<file path="config.mk">
export PLATFORM = sky130hd
export DESIGN_NAME = acm_front
export DESIGN_NICKNAME = d
export VERILOG_FILES = /design/src/hw/rtl/acm_pkg.sv /design/src/hw/rtl/acm_front.sv
export SDC_FILE = /design/constraint.sdc
export NUM_CORES = 1
export LEC_CHECK = 0
export ABC_AREA = 1
export BUFFER_PORTS_ARGS = -buffer_cell sky130_fd_sc_hd__buf_2
export CAP_MARGIN = 5
export CORE_ASPECT_RATIO = 0.6
export CORE_MARGIN = 10
export CORE_UTILIZATION = 32
export DETAILED_ROUTE_END_ITERATION = 16
export SYNTH_ARGS = -nofsm -noshare
export SYNTH_HDL_FRONTEND = slang
export SYNTH_SLANG_ARGS = --single-unit
</file>
<file path="constraint.sdc">
create_clock -name aclk -period 4.2 [get_ports aclk]
set_input_delay 0.21 -clock aclk [delete_from_list [all_inputs] [get_ports aclk]]
set_output_delay 0.21 -clock aclk [all_outputs]
set_load 0.05 [all_outputs]
</file>
<file path="src/hw/rtl/acm_pkg.sv">
`default_nettype none

package acm_pkg;

    // field widths
    localparam int PIX_W      = 8;
    localparam int RGB_W      = 3 * PIX_W;
    localparam int ABS_W      = 10;
    localparam int CNT_W      = 8;
    localparam int COST_W     = 15;
    localparam int LAMBDA_W   = 16;
    localparam int S_TDATA_W  = 48;
    localparam int M_TDATA_W  = 40;
    localparam int M_USED_W   = COST_W + ABS_W + CNT_W;

    // configuration registers
    localparam int CFG_INDEX_W = 4;
    localparam logic [CFG_INDEX_W-1:0] REG_INV_LAMBDA_AD     = 4'd0;
    localparam logic [CFG_INDEX_W-1:0] REG_INV_LAMBDA_CENSUS = 4'd1;
    localparam logic [LAMBDA_W-1:0] INV_LAMBDA_AD_RESET     = 16'd6554;
    localparam logic [LAMBDA_W-1:0] INV_LAMBDA_CENSUS_RESET = 16'd2185;

    // job queue between front and back
    localparam int QUEUE_DEPTH = 2;
    localparam int QPTR_W      = $clog2(QUEUE_DEPTH);
    localparam int QCNT_W      = $clog2(QUEUE_DEPTH + 1);

    // fixed point exponential
    localparam int FRAC_W        = 30;
    localparam int WORD_W        = FRAC_W + 1;
    localparam int PROD_W        = 2 * WORD_W;
    localparam int X_W           = 26;
    localparam int X_FRAC_W      = 16;
    localparam int X_INT_W       = X_W - X_FRAC_W;
    localparam int IDX_W         = 4;
    localparam int SUM16_W       = 16;
    localparam logic [WORD_W-1:0]  ONE_Q30       = 31'h4000_0000;
    localparam logic [IDX_W-1:0]   SERIES_TERMS  = 4'd12;
    localparam logic [X_INT_W-1:0] EXP_INT_LIMIT = 10'd12;
    localparam logic [IDX_W-1:0]   AD_DIVISOR    = 4'd3;
    localparam logic [SUM16_W-1:0] ONE_Q14       = 16'd16384;
    localparam logic [SUM16_W-1:0] COST_MAX      = 16'd32767;

    // division by a small divisor through a reciprocal multiply
    localparam int RECIP_SHIFT  = 33;
    localparam int RECIP_W      = 33;
    localparam int RECIP_PROD_W = WORD_W + RECIP_W;

    typedef struct packed {
        logic [ABS_W-1:0] abs_sum;
        logic [CNT_W-1:0] count;
    } cost_job_t;

    typedef struct packed {
        logic [LAMBDA_W-1:0] inv_lambda_ad;
        logic [LAMBDA_W-1:0] inv_lambda_census;
    } cost_cfg_t;

    typedef enum logic [3:0] {
        BK_IDLE,
        BK_SER_MUL,
        BK_SER_DGO,
        BK_SER_DWAIT,
        BK_X_MUL,
        BK_X_DGO,
        BK_X_DWAIT,
        BK_X_EVAL,
        BK_POW,
        BK_TERM,
        BK_OUT
    } back_state_t;

    typedef enum logic [1:0] {
        PH_E1,
        PH_AD,
        PH_CEN
    } phase_t;

endpackage

`default_nettype wire

</file>
<file path="src/hw/rtl/acm_front.sv">
`default_nettype none

module acm_front #(
    parameter int MAX_WINDOW_PIXELS = 81
) (
    input  wire logic                          aclk,
    input  wire logic                          aresetn,
    input  wire logic                          in_valid,
    output logic                               in_ready,
    input  wire logic [acm_pkg::S_TDATA_W-1:0] in_data,
    input  wire logic                          in_first,
    input  wire logic                          in_last,
    input  wire logic                          queue_full,
    output logic                               push,
    output acm_pkg::cost_job_t                 push_data
);

    localparam int BOUND_RAW = 3 * MAX_WINDOW_PIXELS;
    localparam int BOUND_INT = (BOUND_RAW > 255) ? 255 : BOUND_RAW;
    localparam logic [acm_pkg::CNT_W:0] BOUND = (acm_pkg::CNT_W + 1)'(BOUND_INT);

    logic [acm_pkg::RGB_W-1:0] ref_l_reg, ref_l_next;
    logic [acm_pkg::RGB_W-1:0] ref_r_reg, ref_r_next;
    logic [acm_pkg::ABS_W-1:0] abs_reg, abs_next;
    logic [acm_pkg::CNT_W-1:0] count_reg, count_next;

    logic [acm_pkg::RGB_W-1:0] left_pix, right_pix;
    logic [acm_pkg::ABS_W-1:0] centre_sum;
    logic [1:0]                opp_cnt;
    logic [acm_pkg::CNT_W:0]   count_sum;
    logic                      accept;

    assign left_pix  = in_data[acm_pkg::RGB_W-1:0];
    assign right_pix = in_data[2*acm_pkg::RGB_W-1:acm_pkg::RGB_W];
    assign in_ready  = !queue_full;
    assign accept    = in_valid && in_ready;

    // centre abs difference sum and opposite-side channel count
    always_comb begin
        logic [acm_pkg::PIX_W-1:0] l, r, lr, rr;
        centre_sum = '0;
        opp_cnt    = '0;
        for (int c = 0; c < 3; c++) begin
            l  = left_pix[c*acm_pkg::PIX_W +: acm_pkg::PIX_W];
            r  = right_pix[c*acm_pkg::PIX_W +: acm_pkg::PIX_W];
            lr = ref_l_reg[c*acm_pkg::PIX_W +: acm_pkg::PIX_W];
            rr = ref_r_reg[c*acm_pkg::PIX_W +: acm_pkg::PIX_W];
            centre_sum = centre_sum + acm_pkg::ABS_W'((l > r) ? (l - r) : (r - l));
            if ((l < lr && r > rr) || (l > lr && r < rr)) begin
                opp_cnt = opp_cnt + 1'b1;
            end
        end
        count_sum = {1'b0, count_reg} + (acm_pkg::CNT_W + 1)'(opp_cnt);
    end

    // group state; the centre pair ties with itself so it adds nothing
    always_comb begin
        ref_l_next = ref_l_reg;
        ref_r_next = ref_r_reg;
        abs_next   = abs_reg;
        count_next = count_reg;
        if (accept) begin
            if (in_first) begin
                ref_l_next = left_pix;
                ref_r_next = right_pix;
                abs_next   = centre_sum;
                count_next = '0;
            end else begin
                count_next = (count_sum > BOUND) ? BOUND[acm_pkg::CNT_W-1:0] :
                             count_sum[acm_pkg::CNT_W-1:0];
            end
        end
        push              = accept && in_last;
        push_data.abs_sum = abs_next;
        push_data.count   = count_next;
    end

    always_ff @(posedge aclk) begin
        if (!aresetn) begin
            ref_l_reg <= '0;
            ref_r_reg <= '0;
            abs_reg   <= '0;
            count_reg <= '0;
        end else begin
            ref_l_reg <= ref_l_next;
            ref_r_reg <= ref_r_next;
            abs_reg   <= abs_next;
            count_reg <= count_next;
        end
    end

    a_count_bound: assert property (@(posedge aclk) disable iff (!aresetn)
        {1'b0, count_reg} <= BOUND)
        else $error("mismatch count above its bound");

endmodule

`default_nettype wire

</file>
==> flow_metrics.py <==
metrics = {
    "outcome": {
        "run_status": "completed",
    },
    "synth": {
        "synth_top_area_cell": "ha_1",
        "syn-num-nets": 1190,
        "synth_top_family_by_area": "adder cells",
        "syn-cell-area_um2": 6920,
        "synth_seq_area_share": 0.191,
        "ys.warnings.count": 0,
        "synth_cell_type_count": 45,
        "ys_ff_latch": 66,
        "synth-compound-area-share": 0.196,
        "synthXorXnorAreaFrac": 0.0405,
        "synth_area_leaders": "ha_1 (20%), dfxtp_1 (19%), inv_1 (11%), nand2_1 (11%), a21oi_1 (8.5%)",
        "yosysTopAreaCellShare": 0.195,
        "avgSynthCellArea_um2": 6.85,
        "synth_fa_ha_area_frac": 0.244,
        "syn_inst": 1011,
        "synth-simple-area-share": 0.186,
        "muxShareOfSynthArea": 0,
    },
    "power_and_ir_drop": {
        "seq_power_share": 0.212,
        "p_int_w": 0.00187,
        "p_comb_frac": 0.509,
        "p_clk_frac": 0.279,
        "switching_share": 0.417,
        "power.leakage_nw": 4.29,
        "p_total_w": 0.00321,
        "vdd.ir_drop.worst_mv": 0.257,
        "switchingPower_w": 0.00134,
        "power.density_nw_per_um2": 374,
    },
    "worst_setup_path": {
        "crit_cells": 23,
        "critPathMaxFanout": 6,
        "cp_data_required_time_ns": 3.99,
        "startpoint_type": "flop",
        "crit_slowest_cell": "fa_2",
        "cp-end-kind": "primary output",
        "crit_arrival_ns": 3.93,
        "rr_endpoint": "count_reg[1]",
        "cpPeakStageDelay_ns": 0.42,
        "path_cells": "inv_2 > ha_4 > nand4_1 > a21oi_4 > nor3_2 > nand2_2 > o21ai_4 > nand2_4 > inv_2 > ha_4 > nand3_2 > nand2_1 > ha_2 > inv_2 > fa_2 > inv_1 > nand4_1 > nand2_1 > nor2_2 > nand4_4 > nand4_1 > nand2_1 > buf_4",
        "cpLargestDelayFamily": "simple AND/OR/NAND/NOR gates",
        "reg2reg_depth": 23,
        "worstSetupPathType": "flop to primary output",
        "regToRegSetupSlack_ns": 0.67,
        "critPathBufInv": 5,
        "r2r_start": "ref_l_reg[14]",
    },
    "timing": {
        "hold_ws_ns": 0.143,
        "clock.fmax_ghz": 0.242,
        "setup_viol": 0,
        "layout_min_cycle_time_ns": 4.14,
        "fin_skew_ns": 0.00993,
        "worst_pin_slew_ns": 0.737,
        "setup_ws_ns": 0.0621,
        "fin_crit_sh": 0.985,
        "rsz0062_at_grt": "true",
        "relSlewSlack": 0.507,
        "report.final.slew_viol_count": 0,
        "hold_viol_final": 0,
    },
    "global_route": {
        "track_usage": 0.133,
        "grt_overflow": 0,
        "grt_pass1_wl_um": 30700,
        "grt_max_degree": 51,
        "grt_pass1_vias": 6016,
        "antenna_found_initial": 2,
    },
    "clock_tree": {
        "cts_root_buf": "clkbuf_16",
        "clock-sinks": 66,
        "cts_tree": "yes",
        "cts-buffers-inserted": 9,
        "clockBufferDepth": 2,
        "cts.htree.levels": 3,
        "clk_pin_slew_worst_paths_ns": 0.06,
        "clkLatencyLatePin_ns": 0.36,
    },
    "die": {
        "num_io_pins": 74,
        "die_w_um": 210,
        "dieArea_um2": 28100,
        "placementRows": 41,
        "die_y_um": 134,
        "core_area_um2": 21100,
        "start_util": 0.328,
    },
    "drt": {
        "viasPerCell": 4.71,
        "first_iter_violations": 429,
        "drc": 0,
        "wl_per_cell_um": 14.1,
        "vias": 6506,
        "antenna_left": 0,
        "drtPass1Iterations": 5,
        "postRouteWirelength_um": 19400,
    },
    "hold_path": {
        "min_path_type": "input port to flop",
        "holdCritStartpoint": "in_data[24]",
        "worst_hold_path.num_cells": 3,
        "whs_endpoint": "ref_r_reg[0]",
    },
    "finish": {
        "fillers": 2177,
        "num_antenna_cells": 0,
        "layout_commonest_cell": "nand2_1",
        "register_area_um2": 1330,
        "multiInputGateArea_um2": 5060,
        "area_growth_syn_to_layout_pct": 23.7,
        "nets": 1275,
        "final_cell_mix": "nand2_1 (185), inv_1 (184), a21oi_1 (112)",
        "drive_gt1_frac": 0.223,
    },
    "job": {
        "drv_cap": 0,
    },
    "place": {
        "hpwlAfterDp_um": 15600,
        "gp_congestion": 0.913,
        "io_buffers": 73,
        "pre_cts_ws_ns": 0.0420,
    },
}
## how the worst max path moves through the flow
stage / start / to / slack [ns]
final: ref_l_reg[14] / push_data[3] / 0.06
after global routing: ref_l_reg[9] / push_data[3] / -0.14
after CTS: ref_l_reg[15] / push_data[1] / 0.02
after detailed placement: ref_l_reg[15] / push_data[1] / 0.04
after global placement: ref_l_reg[15] / push_data[4] / 0.10
after floorplan: in_data[2] / abs_reg[4] / 0.11
## worst min-delay path: stages
cell and delay [ns]:
buf_2 0.12, inv_2 0.07, a21oi_1 0.06
## metrics by stage
step           instance area [um^2]  TNS (ns)   util  std cells
2_1_floorplan                  6920         0      -       1011
6_report                       8570         0  0.405       1380
5_1_grt                        8570    -0.994  0.405       1380
4_1_cts                        8070         0  0.382       1375
3_5_place_dp                   7650         0  0.362       1357
3_3_place_gp                   7650         0  0.362       1357
## synth_stat cells (all sizes together)
library cell and count:
o41ai 1, a21o 5, fa 17, a21oi 120, nand3b 2, a31oi 3
o221ai 1, xnor2 6, o21ai 91, o211ai 7, o21a 2, nand2 204
nor3 5, inv 204, buf 23, ha 108, and2 2, nand3 31
clkbuf 12, nor2 39, xor2 26, dfxtp 66, o21bai 7, a21boi 4
or2 7, a211oi 4, nand4 14
## power groups by stage
| stage | sequential (W) | combinational [W] | clock [W] |
|---|---|---|---|
| finish | 0.000680 | 0.00163 | 0.000894 |
| floorplan | 0.000688 | 0.00110 | 0 |
| global route | 0.000684 | 0.00184 | 0.000940 |
| detailed placement | 0.000692 | 0.00147 | 0 |
| global placement | 0.000692 | 0.00147 | 0 |
| CTS | 0.000678 | 0.00149 | 0.000921 |
## routing by layer
metal,part of all wire,GRT usage
met5,0.0017,0
met4,0.012,0.0310
met3,0.057,0.0355
met2,0.38,0.176
met1,0.55,0.204
## area by class of cell
| type | count | area share |
|---|---|---|
| multi-input cells | 706 | 0.590 |
| inverters | 204 | 0.0903 |
| clock inverters | 7 | 0.0137 |
| clock buffers | 9 | 0.0263 |
| repair buffers | 109 | 0.0831 |
| flip-flops and latches | 66 | 0.156 |
| well taps | 279 | 0.0407 |
## cells by family (layout without fill, tap and decap cells)
kind of cell | after synthesis | in the layout
and+or+nand+nor | 304 | 304
AOI/OAI and AO/OA | 245 | 245
buffers and inverters | 239 | 329
adders and majority gates | 125 | 125
DFF | 66 | 66
xor gates and xnor gates | 32 | 32
## what timing repair did
item | CTS | global route
pin swaps | 5 | 36
endpoints found under the setup margin | 8 | 13
hold buffers | 0 | 0
resized for setup | 20 | 119
setup buffers | 2 | 5
hold endpoints to repair | 0 | 0
Note: power is estimated with default switching activity, not from simulation.
