==> config.mk <==
export PLATFORM = sky130hd
export DESIGN_NAME = acm_queue
export DESIGN_NICKNAME = d
export VERILOG_FILES = /design/src/hw/rtl/acm_pkg.sv /design/src/hw/rtl/acm_queue.sv
export SDC_FILE = /design/constraint.sdc
export NUM_CORES = 1
export LEC_CHECK = 0
export BUFFER_PORTS_ARGS = -buffer_cell sky130_fd_sc_hd__buf_2
export CAP_MARGIN = 20
export CORE_UTILIZATION = 45
export DETAILED_ROUTE_END_ITERATION = 10
export HOLD_SLACK_MARGIN = 0.15
export PLACE_DENSITY = 0.73
export REMOVE_ABC_BUFFERS = 1
export SLEW_MARGIN = 20
export SYNTH_ARGS = -nofsm -noshare
export SYNTH_HDL_FRONTEND = slang
export SYNTH_SLANG_ARGS = --single-unit
export TNS_END_PERCENT = 5
==> constraint.sdc <==
create_clock -name aclk -period 1.45 [get_ports aclk]
set_input_delay 0.145 -clock aclk [delete_from_list [all_inputs] [get_ports aclk]]
set_output_delay 0.145 -clock aclk [all_outputs]
set_load 0.005 [all_outputs]
==> src/hw/rtl/acm_pkg.sv <==
`default_nettype none

package acm_pkg;

    // field widths
    localparam int PIX_W      = 8;
    localparam int RGB_W      = 3 * PIX_W;
    localparam int ABS_W      = 10;
    localparam int CNT_W      = 8;
    localparam int COST_W     = 15;
    localparam int LAMBDA_W   = 16;
    localparam int S_TDATA_W  = 48;
    localparam int M_TDATA_W  = 40;
    localparam int M_USED_W   = COST_W + ABS_W + CNT_W;

    // configuration registers
    localparam int CFG_INDEX_W = 4;
    localparam logic [CFG_INDEX_W-1:0] REG_INV_LAMBDA_AD     = 4'd0;
    localparam logic [CFG_INDEX_W-1:0] REG_INV_LAMBDA_CENSUS = 4'd1;
    localparam logic [LAMBDA_W-1:0] INV_LAMBDA_AD_RESET     = 16'd6554;
    localparam logic [LAMBDA_W-1:0] INV_LAMBDA_CENSUS_RESET = 16'd2185;

    // job queue between front and back
    localparam int QUEUE_DEPTH = 2;
    localparam int QPTR_W      = $clog2(QUEUE_DEPTH);
    localparam int QCNT_W      = $clog2(QUEUE_DEPTH + 1);

    // fixed point exponential
    localparam int FRAC_W        = 30;
    localparam int WORD_W        = FRAC_W + 1;
    localparam int PROD_W        = 2 * WORD_W;
    localparam int X_W           = 26;
    localparam int X_FRAC_W      = 16;
    localparam int X_INT_W       = X_W - X_FRAC_W;
    localparam int IDX_W         = 4;
    localparam int SUM16_W       = 16;
    localparam logic [WORD_W-1:0]  ONE_Q30       = 31'h4000_0000;
    localparam logic [IDX_W-1:0]   SERIES_TERMS  = 4'd12;
    localparam logic [X_INT_W-1:0] EXP_INT_LIMIT = 10'd12;
    localparam logic [IDX_W-1:0]   AD_DIVISOR    = 4'd3;
    localparam logic [SUM16_W-1:0] ONE_Q14       = 16'd16384;
    localparam logic [SUM16_W-1:0] COST_MAX      = 16'd32767;

    // division by a small divisor through a reciprocal multiply
    localparam int RECIP_SHIFT  = 33;
    localparam int RECIP_W      = 33;
    localparam int RECIP_PROD_W = WORD_W + RECIP_W;

    typedef struct packed {
        logic [ABS_W-1:0] abs_sum;
        logic [CNT_W-1:0] count;
    } cost_job_t;

    typedef struct packed {
        logic [LAMBDA_W-1:0] inv_lambda_ad;
        logic [LAMBDA_W-1:0] inv_lambda_census;
    } cost_cfg_t;

    typedef enum logic [3:0] {
        BK_IDLE,
        BK_SER_MUL,
        BK_SER_DGO,
        BK_SER_DWAIT,
        BK_X_MUL,
        BK_X_DGO,
        BK_X_DWAIT,
        BK_X_EVAL,
        BK_POW,
        BK_TERM,
        BK_OUT
    } back_state_t;

    typedef enum logic [1:0] {
        PH_E1,
        PH_AD,
        PH_CEN
    } phase_t;

endpackage

`default_nettype wire

==> src/hw/rtl/acm_queue.sv <==
`default_nettype none

module acm_queue (
    input  wire logic              aclk,
    input  wire logic              aresetn,
    input  wire logic              push,
    input  wire acm_pkg::cost_job_t push_data,
    output logic                   full,
    input  wire logic              pop,
    output logic                   pop_valid,
    output acm_pkg::cost_job_t     pop_data
);

    acm_pkg::cost_job_t entry_reg [acm_pkg::QUEUE_DEPTH];
    logic [acm_pkg::QPTR_W-1:0] wr_ptr_reg, wr_ptr_next;
    logic [acm_pkg::QPTR_W-1:0] rd_ptr_reg, rd_ptr_next;
    logic [acm_pkg::QCNT_W-1:0] cnt_reg, cnt_next;

    assign full      = (cnt_reg == acm_pkg::QCNT_W'(acm_pkg::QUEUE_DEPTH));
    assign pop_valid = (cnt_reg != '0);
    assign pop_data  = entry_reg[rd_ptr_reg];

    // pointer and fill count update
    always_comb begin
        wr_ptr_next = wr_ptr_reg;
        rd_ptr_next = rd_ptr_reg;
        cnt_next    = cnt_reg;
        if (push) begin
            wr_ptr_next = (wr_ptr_reg == acm_pkg::QPTR_W'(acm_pkg::QUEUE_DEPTH - 1)) ?
                          '0 : wr_ptr_reg + 1'b1;
        end
        if (pop) begin
            rd_ptr_next = (rd_ptr_reg == acm_pkg::QPTR_W'(acm_pkg::QUEUE_DEPTH - 1)) ?
                          '0 : rd_ptr_reg + 1'b1;
        end
        if (push && !pop) begin
            cnt_next = cnt_reg + 1'b1;
        end else if (pop && !push) begin
            cnt_next = cnt_reg - 1'b1;
        end
    end

    always_ff @(posedge aclk) begin
        if (!aresetn) begin
            wr_ptr_reg <= '0;
            rd_ptr_reg <= '0;
            cnt_reg    <= '0;
        end else begin
            wr_ptr_reg <= wr_ptr_next;
            rd_ptr_reg <= rd_ptr_next;
            cnt_reg    <= cnt_next;
        end
    end

    // entry storage
    always_ff @(posedge aclk) begin
        if (push) begin
            entry_reg[wr_ptr_reg] <= push_data;
        end
    end

    a_no_push_full: assert property (@(posedge aclk) disable iff (!aresetn)
        !(push && full && !pop))
        else $error("job pushed into full queue");

    a_no_pop_empty: assert property (@(posedge aclk) disable iff (!aresetn)
        pop |-> pop_valid)
        else $error("job popped from empty queue");

endmodule

`default_nettype wire

==> PnR_summary.wiki, run 1 <==
{| class="wikitable"
! Metric !! Value
|-
| Outcome || finished with violations
|-
| Violations in the final reports || negative setup slack
|-
| Cell family with most CP delay || flip-flops
|-
| Count of buffer and inverter cells on the critical path || 2
|-
| Data arrival, critical path || 1.31 ns
|-
| Portion of the post-synthesis area used by sequential elements || about 78%
|-
| Remaining design rule violation count || 0
|-
| Pwr Total || 2.411 mW
|-
| Maximum fanout along the worst path || 6
|-
| Chip width || ~60 µm
|-
| Core Rows || 20
|-
| Clock root buffer master || sky130_fd_sc_hd__clkbuf_4
|-
| Synthesis-to-finish area growth || 51.89%
|-
| Max-capacitance violation count || 0
|-
| Initial DRT Pass Iterations || 3
|-
| Post-synthesis register bit count || between 40 and 50
|-
| Tcrit/Tclk final || 100.1%
|-
| Fin Clk Skew || 0.005087 ns
|-
| WS Path Type || reg2out
|-
| Endpoints failing hold || 0
|-
| Residual antenna-violating net count after detailed routing || 0
|-
| Final worst-path setup slack || -0.001491 ns
|-
| GR Overflow Total || 0
|-
| Crit-path cells || buf_8 -> mux2_4 -> buf_6
|-
| Worst-skew pair later-pin latency || 0.33 ns
|-
| Total global routing track utilization || 16.47%
|-
| Post-detailed-placement half-perimeter wirelength || around 1600 µm
|-
| RePlAce Congestion || between 0.6 and 0.7
|-
| CTS tree || done
|-
| Routed wirelength normalized by instance count || 14.69 µm
|-
| Detailed Route WL || 2880 µm
|-
| Worst hold slack after final layout || between 0.5 and 0.6 ns
|-
| Hold-critical path depth || 2
|-
| Number of levels in the clock H-tree || 2
|-
| Number of non-filler instances in the completed layout || about 200
|-
| Buffers added on ports || 41
|-
| Number of unique standard cell types used by synthesis || 17
|-
| Clock-pin slew on the worst setup and hold paths || about 0.11 ns
|-
| Fin nets || 174
|-
| Data required time of the critical path || between 1 and 1.5 ns
|-
| Pin count of the biggest net entering global routing || 16
|-
| Critical path launch point type || register
|-
| Global-route wire length before repair || approximately 4000 µm
|-
| Delay of the slowest cell on the worst path || approximately 0.40 ns
|-
| Standard cell core area || around 3100 µm²
|-
| 1st-iter DRT viols || 8
|-
| Area of the die || about 3600 µm²
|-
| Mean post-synth cell area || between 15 and 20 µm²
|-
| Worst max-slew margin expressed relative to the limit || about four fifths
|-
| Via count of the first global-routing pass || about 960
|-
| CP max stage cell || sky130_fd_sc_hd__dfxtp_4
|-
| Unrepaired setup endpoints after global routing || true
|-
| Shortest period the worst path allows || 1.451 ns
|-
| Timing-limited maximum frequency || roughly 690 MHz
|-
| Via/cell ratio || 4.694
|-
| Count of boundary I/O pins || between 40 and 50
|-
| Max-slew violation total from the final report || 0
|-
| Overall via count from detail_route || 920
|-
| Instance count after placement with tap cells included || around 170
|-
| Endpoint type of the worst setup path || output port
|-
| Setup TNS Final || -0.001617 ns
|-
| Cell area power density || roughly 1000 nW/µm²
|-
| Static Leak || 0.9408 nW
|-
| Number of gates on the worst path with buffers counted || 3
|-
| Number of diodes || 0
|-
| Depth of the worst register-to-register path || 2
|-
| Flip-flop count of the largest register after layout || 36
|-
| Fraction of layout instances using a drive strength above 1 || 50.66%
|-
| Pre-CTS setup slack || approximately 0.27 ns
|-
| Synthesized instance count || 78
|-
| Antenna violations before repair || 0
|-
| Height of the die || between 60 and 70 µm
|-
| Maximum clock path buffer count || 2
|-
| Initial Utilization || between 40 and 50%
|-
| Clock Sinks || just over 40
|-
| Number of buffers added by the clock tree synthesis step || 5
|-
| VDD IR-drop max || just under 700 µV
|-
| Synth warnings || 0
|-
| Slew @ Worst Pin || ~0.33 ns
|-
| Type of the worst min-delay path || reg2reg
|-
| Synthesized cell area || roughly 1500 µm²
|-
| Number of setup violations in the final report || 2
|}
## logic make-up (layout without fill, tap and decap cells)
family          Yosys count  count (layout)  share of synthesized area (%)
simple gates              9               9                          3.865
buf+inv                   3              77                          1.315
compound gates            3               3                          1.316
fa+ha+maj                 1               1                         0.8222
flops                    41              41                          77.63
mux                      18              18                          13.32
xor+xnor                  3               3                          1.727
## tightest hold or removal path, delay by kind of cell, from the launching register on
family / cells / cell delay [ns]
AOI/OAI and AO/OA: 2 / 0.14
DFF: 1 / 0.34
## cell usage in the layout, fill, tap and decap left out, types with 2 or more instances in the layout
master,n
sky130_fd_sc_hd__and2_1,4
sky130_fd_sc_hd__buf_2,23
sky130_fd_sc_hd__buf_4,2
sky130_fd_sc_hd__buf_6,19
sky130_fd_sc_hd__buf_8,2
sky130_fd_sc_hd__clkbuf_4,5
sky130_fd_sc_hd__dfxtp_1,4
sky130_fd_sc_hd__dlygate4sd3_1,21
sky130_fd_sc_hd__edfxtp_1,36
sky130_fd_sc_hd__mux2_4,18
sky130_fd_sc_hd__xor2_1,2
## repair_timing
action | CTS | global route
pin swaps | 0 | 0
cloned | 1 | 0
hold buffers | 21 | 0
endpoints found under the hold margin | 41 | 0
gates resized for setup | 10 | 35
setup endpoints to repair | 18 | 19
buffers inserted | 0 | 0
## layer usage
metal	vias up	wire, µm	global-route usage [%]
met5	-	0	0
met4	0	45	8.970
met3	7	143	4.762
met2	32	1583	30.30
met1	443	1107	16.31
li1	438	-	-
## cell usage after synthesis, drive strengths merged
master,number,area (µm²)
or2,1,6.260
ha,1,12.51
edfxtp,36,1081
a21boi,1,7.510
and2b,1,8.760
or3,1,6.260
xnor2,1,8.760
buf,2,16.26
dfxtp,5,100.1
o21a,1,7.510
and2,4,25.02
xor2,2,17.52
mux2,18,202.7
o21ai,1,5.000
nor2b,2,12.51
inv,1,3.750
## metrics by stage
stage                     util [%]  instance area [µm²]
after detailed placement     58.12                 1818
after floorplan                  -                 1505
after global placement       58.12                 1818
after global routing         73.88                 2311
final                        73.88                 2311
after CTS                    68.12                 2131
## area by class of cell
type	instances	area, µm²
Clock buffer	6	51.30
Clock inverter	2	8.758
Fill cell	220	817.0
Inverter	1	3.754
Multi-Input combinational cell	34	402.9
Sequential cell	41	1185
Tap cell	44	55.05
Timing Repair Buffer	68	604.3
## power breakdown
group	switching, mW	leakage (nW)	internal (mW)
clock network	0.343	0.0357	0.229
logic	0.154	0.525	0.298
registers	0.0299	0.380	1.36
## final timing paths
| kind | from | endpoint | slack [ns] |
|---|---|---|---|
| max reg2reg | wr_ptr_reg | entry_reg[0][1] | 0.31 |
| min | cnt_reg[1] | cnt_reg[1] | 0.52 |
| max | register | pop_data[7] | -0.001 |
| min reg2reg | cnt_reg[1] | cnt_reg[1] | 0.52 |
No activity file was read; power rests on OpenSTA's default activity.
==> inputs of run 2 (changes only) <==
--- a/config.mk
+++ b/config.mk
@@ -5,12 +5,14 @@
 export SDC_FILE = /design/constraint.sdc
 export NUM_CORES = 1
 export LEC_CHECK = 0
+export ABC_AREA = 1
 export BUFFER_PORTS_ARGS = -buffer_cell sky130_fd_sc_hd__buf_2
 export CAP_MARGIN = 20
-export CORE_UTILIZATION = 45
+export CORE_UTILIZATION = 46
+export CTS_CLUSTER_SIZE = 24
 export DETAILED_ROUTE_END_ITERATION = 10
 export HOLD_SLACK_MARGIN = 0.15
-export PLACE_DENSITY = 0.73
+export PLACE_DENSITY = 0.74
 export REMOVE_ABC_BUFFERS = 1
 export SLEW_MARGIN = 20
 export SYNTH_ARGS = -nofsm -noshare
==> run 2 against run 1 <==
Effect of this change: the run still ends with negative setup slack left; clock-buffer cell count fell by 1; synthesized area rose by 3.9%; critical path type unchanged; highest routed layer unchanged; synthesized cell count rose by 17%.
==> PnR_summary.wiki, run 2 <==
{| class="wikitable"
! Metric !! Value
|-
| Count of buffer and inverter cells on the critical path || 2 (unchanged)
|-
| Critical path launch point type || register (unchanged)
|-
| Standard cell core area || 3153 µm² (was 3128 µm²)
|-
| Routed wirelength normalized by instance count || 15.19 µm (was 14.69 µm)
|-
| Fin Clk Skew || 0.01471 ns (was 0.005087 ns)
|-
| Crit-path cells || buf_8 -> mux2_4 -> buf_6 (unchanged)
|-
| Height of the die || 60.61 µm (was 60.15 µm)
|-
| Initial DRT Pass Iterations || 3 (unchanged)
|-
| Initial Utilization || 50.12% (was 48.64%)
|-
| Shortest period the worst path allows || 1.468 ns (was 1.451 ns)
|-
| Antenna violations before repair || 0 (unchanged)
|-
| Fraction of power consumed by sequential logic || 51.1% (was 57.5%)
|-
| WS Path Type || reg2out (unchanged)
|-
| Count of boundary I/O pins || 42 (unchanged)
|-
| Synth Area in Adders || 0.7918% (was 0.8224%)
|-
| Hold-critical path depth || 2 (unchanged)
|-
| Max-slew violation total from the final report || 0 (unchanged)
|-
| Number of non-filler instances in the completed layout || 210 (was 196)
|-
| Type of the worst min-delay path || in2reg (was reg2reg)
|-
| Cell area power density || 1152 nW/µm² (was 1043 nW/µm²)
|-
| Max-capacitance violation count || 0 (unchanged)
|-
| Fin nets || 188 (was 174)
|-
| Maximum fanout along the worst path || 6 (unchanged)
|-
| Compound-gate portion of the synthesized area || 0.6334% (was 1.316%)
|-
| Outcome || finished with violations (unchanged)
|-
| Top post-synthesis cells by count || 36 x sky130_fd_sc_hd__edfxtp_1, 10 x sky130_fd_sc_hd__mux2_4, 9 x sky130_fd_sc_hd__nand2_1 (was 36 x sky130_fd_sc_hd__edfxtp_1, 18 x sky130_fd_sc_hd__mux2_2, 5 x sky130_fd_sc_hd__dfxtp_1)
|-
| Most area-hungry cell type in the Yosys netlist || sky130_fd_sc_hd__edfxtp_1 (unchanged)
|-
| Cell-internal power || 2.149 mW (was 1.884 mW)
|-
| Fraction of layout instances using a drive strength above 1 || 45.18% (was 50.66%)
|-
| Cell area after layout || 2346 µm² (was 2311 µm²)
|-
| Post-synth EDFFs || 36 (unchanged)
|-
| Endpoints failing hold || 0 (unchanged)
|-
| Via/cell ratio || 4.743 (was 4.694)
|-
| Worst-skew pair later-pin latency || 0.35 ns (was 0.33 ns)
|-
| Residual antenna-violating net count after detailed routing || 0 (unchanged)
|-
| RePlAce Congestion || 0.6875 (was 0.6591)
|-
| Clock-pin slew on the worst setup and hold paths || 0.12 ns (was 0.11 ns)
|-
| Area of the die || 3674 µm² (was 3617 µm²)
|-
| Commonest cells after routing, fill and taps aside || 36 x sky130_fd_sc_hd__edfxtp_1, 23 x sky130_fd_sc_hd__buf_2, 22 x sky130_fd_sc_hd__dlygate4sd3_1 (was 36 x sky130_fd_sc_hd__edfxtp_1, 23 x sky130_fd_sc_hd__buf_2, 21 x sky130_fd_sc_hd__dlygate4sd3_1)
|-
| Mean post-synth cell area || 17.37 µm² (was 19.51 µm²)
|-
| Core Rows || 20 (unchanged)
|-
| Synthesized instance count || 91 (was 78)
|-
| Share of flip-flops with an asynchronous set or reset after synthesis || 0% (unchanged)
|-
| Cell family with most CP delay || flip-flops (unchanged)
|-
| Flip-flop count of the largest register after layout || 36 (unchanged)
|-
| Data required time of the critical path || 1.31 ns (about the same)
|-
| Synthesized cell area || 1580 µm² (was 1521 µm²)
|-
| Fraction of power consumed by the clock network || 33.9% (was 23.7%)
|-
| VDD IR-drop max || 610.3 µV (was 675.6 µV)
|-
| Timing-limited maximum frequency || 681.4 MHz (was 688.9 MHz)
|-
| Share of Yosys cell area claimed by the top area cell type || 68.41% (was 71.05%)
|-
| Clock root buffer master || sky130_fd_sc_hd__clkbuf_4 (unchanged)
|-
| Static Leak || 0.9898 nW (was 0.9408 nW)
|-
| Number of unique standard cell types used by synthesis || 14 (was 17)
|-
| Synthesized-area fraction occupied by and/or/nand/nor cells || 4.751% (was 3.865%)
|-
| Number of diodes || 0 (unchanged)
|-
| Most common cell in the synthesized netlist || sky130_fd_sc_hd__edfxtp_1 (unchanged)
|-
| Post-synthesis register bit count || 41 (unchanged)
|-
| Global-route wire length before repair || 4291 µm (was 3995 µm)
|-
| Violations in the final reports || negative setup slack (unchanged)
|-
| Instance count after placement with tap cells included || 179 (was 166)
|-
| Switching share of total power || 20.49% (was 21.86%)
|-
| Endpoint type of the worst setup path || output port (unchanged)
|-
| Clock Sinks || 41 (unchanged)
|-
| P_sw || 0.5538 mW (was 0.5270 mW)
|-
| Dominant register cell in the synthesized netlist || sky130_fd_sc_hd__edfxtp_1 (unchanged)
|-
| CP max stage cell || sky130_fd_sc_hd__dfxtp_4 (unchanged)
|-
| Worst hold slack after final layout || 0.5121 ns (was 0.5206 ns)
|-
| Portion of the post-synthesis area used by sequential elements || 74.74% (was 77.63%)
|-
| Final worst-path setup slack || -0.01764 ns (was -0.001491 ns)
|-
| Total global routing track utilization || 17.56% (was 16.47%)
|-
| Comb power frac || 14.9% (was 18.8%)
|-
| Buffers added on ports || 41 (unchanged)
|-
| Chip width || 60.61 µm (was 60.15 µm)
|-
| Largest cells by area after synthesis || sky130_fd_sc_hd__edfxtp_1 68%, sky130_fd_sc_hd__mux2_4 9.5%, sky130_fd_sc_hd__dfxtp_1 6.3% (was sky130_fd_sc_hd__edfxtp_1 71%, sky130_fd_sc_hd__mux2_2 13%, sky130_fd_sc_hd__dfxtp_1 6.6%)
|-
| GR Overflow Total || 0 (unchanged)
|-
| Cell Area, Placed || 1849 µm² (was 1818 µm²)
|-
| Delay of the slowest cell on the worst path || 0.40 ns (about the same)
|-
| 1st-iter DRT viols || 12 (was 8)
|-
| Synthesis-to-finish area growth || 48.46% (was 51.89%)
|-
| Remaining design rule violation count || 0 (unchanged)
|-
| Xor/xnor cell area share of the yosys netlist || 0% (was 1.727%)
|-
| Post-detailed-placement half-perimeter wirelength || 1814 µm (was 1612 µm)
|-
| Depth of the worst register-to-register path || 4 (was 2)
|-
| Detailed Route WL || 3189 µm (was 2880 µm)
|-
| Tcrit/Tclk final || 101.2% (was 100.1%)
|-
| Most common cell after layout, fill and taps aside || sky130_fd_sc_hd__edfxtp_1 (unchanged)
|-
| Multiplexer fraction of the synthesized cell area || 15.20% (was 13.32%)
|-
| Number of buffers added by the clock tree synthesis step || 5 (unchanged)
|-
| Number of levels in the clock H-tree || 2 (unchanged)
|-
| Pwr Total || 2.702 mW (was 2.411 mW)
|-
| Dominant combinational cell family by area after synthesis || multiplexers (unchanged)
|-
| Overall via count from detail_route || 996 (was 920)
|-
| Maximum clock path buffer count || 2 (unchanged)
|-
| Via count of the first global-routing pass || 1,038 (was 956)
|-
| Number of setup violations in the final report || 17 (was 2)
|-
| Synth warnings || 0 (unchanged)
|-
| CTS tree || done (unchanged)
|-
| Number of gates on the worst path with buffers counted || 3 (unchanged)
|-
| Slew @ Worst Pin || 0.2528 ns (was 0.3258 ns)
|-
| Data arrival, critical path || 1.32 ns (was 1.31 ns)
|-
| Pin count of the biggest net entering global routing || 19 (was 16)
|-
| Worst max-slew margin expressed relative to the limit || 83.15% (was 78.18%)
|-
| Unrepaired setup endpoints after global routing || true (unchanged)
|}
==> run 2: timing repair <==
| action | CTS | global route |
|---|---|---|
| endpoints found under the setup margin | 15 | 18 |
| buffers inserted | 1 | 0 |
| resized for setup | 17 | 15 |
| hold buffers | 22 | 0 |
| endpoints found under the hold margin | 41 | 0 |
==> run 2: cells by family after synthesis <==
| kind of cell | after synthesis |
|---|---|
| flops | 41 |
| simple gates | 19 |
| mux | 18 |
| buf+inv | 10 |
| compound gates | 2 |
| fa+ha+maj | 1 |
==> run 2: worst register-to-register path: stages, from the launching register on <==
cell and delay [ns]:
sky130_fd_sc_hd__dfxtp_1 0.38, sky130_fd_sc_hd__nand2_1 0.09, sky130_fd_sc_hd__nand2_1 0.06, sky130_fd_sc_hd__dlygate4sd3_1 0.54, sky130_fd_sc_hd__nor2_1 0.04
==> run 2: metrics by stage <==
step	util, %	setup TNS [ns]	setup WS (ns)
after floorplan	-	-0.7726	-0.04292
after global routing	74.40	-1.192	-0.07902
final	74.40	-0.1305	-0.01764
after detailed placement	58.65	0	0.1743
after global placement	58.65	0	0.2080
after CTS	71.90	-0.2693	-0.03465
==> run 2: power by group through the flow <==
| stage | clock network, mW | registers, mW | logic, mW |
|---|---|---|---|
| floorplan | 0 | 1.41 | 0.132 |
| global placement | 0 | 1.40 | 0.255 |
| detailed placement | 0 | 1.41 | 0.264 |
| CTS | 0.928 | 1.38 | 0.356 |
| global route | 0.987 | 1.39 | 0.434 |
| finish | 0.917 | 1.38 | 0.403 |
==> run 2: layer usage <==
metal | global-route usage, % | wire, µm
met1 | 16.79 | 1178
met2 | 32.34 | 1815
met3 | 5.757 | 155
met4 | 10.71 | 40
met5 | 0 | 0
==> run 2: cell type report <==
cell class | count | area [µm²]
clock buffer | 5 | 37.54
clock inverter | 3 | 68.82
fill | 197 | 807.0
inverter | 8 | 30.03
multi-input combinational | 40 | 362.8
sequential | 41 | 1185
tap | 44 | 55.05
timing repair buffer | 69 | 606.8
==> run 2: final timing paths <==
kind / startpoint / endpoint / slack (ns)
max: register / pop_data[8] / -0.02
min: push_data[5] / entry_reg[1][5] / 0.51
max reg2reg: wr_ptr_reg / wr_ptr_reg / 0.25
min reg2reg: rd_ptr_reg / rd_ptr_reg / 0.53
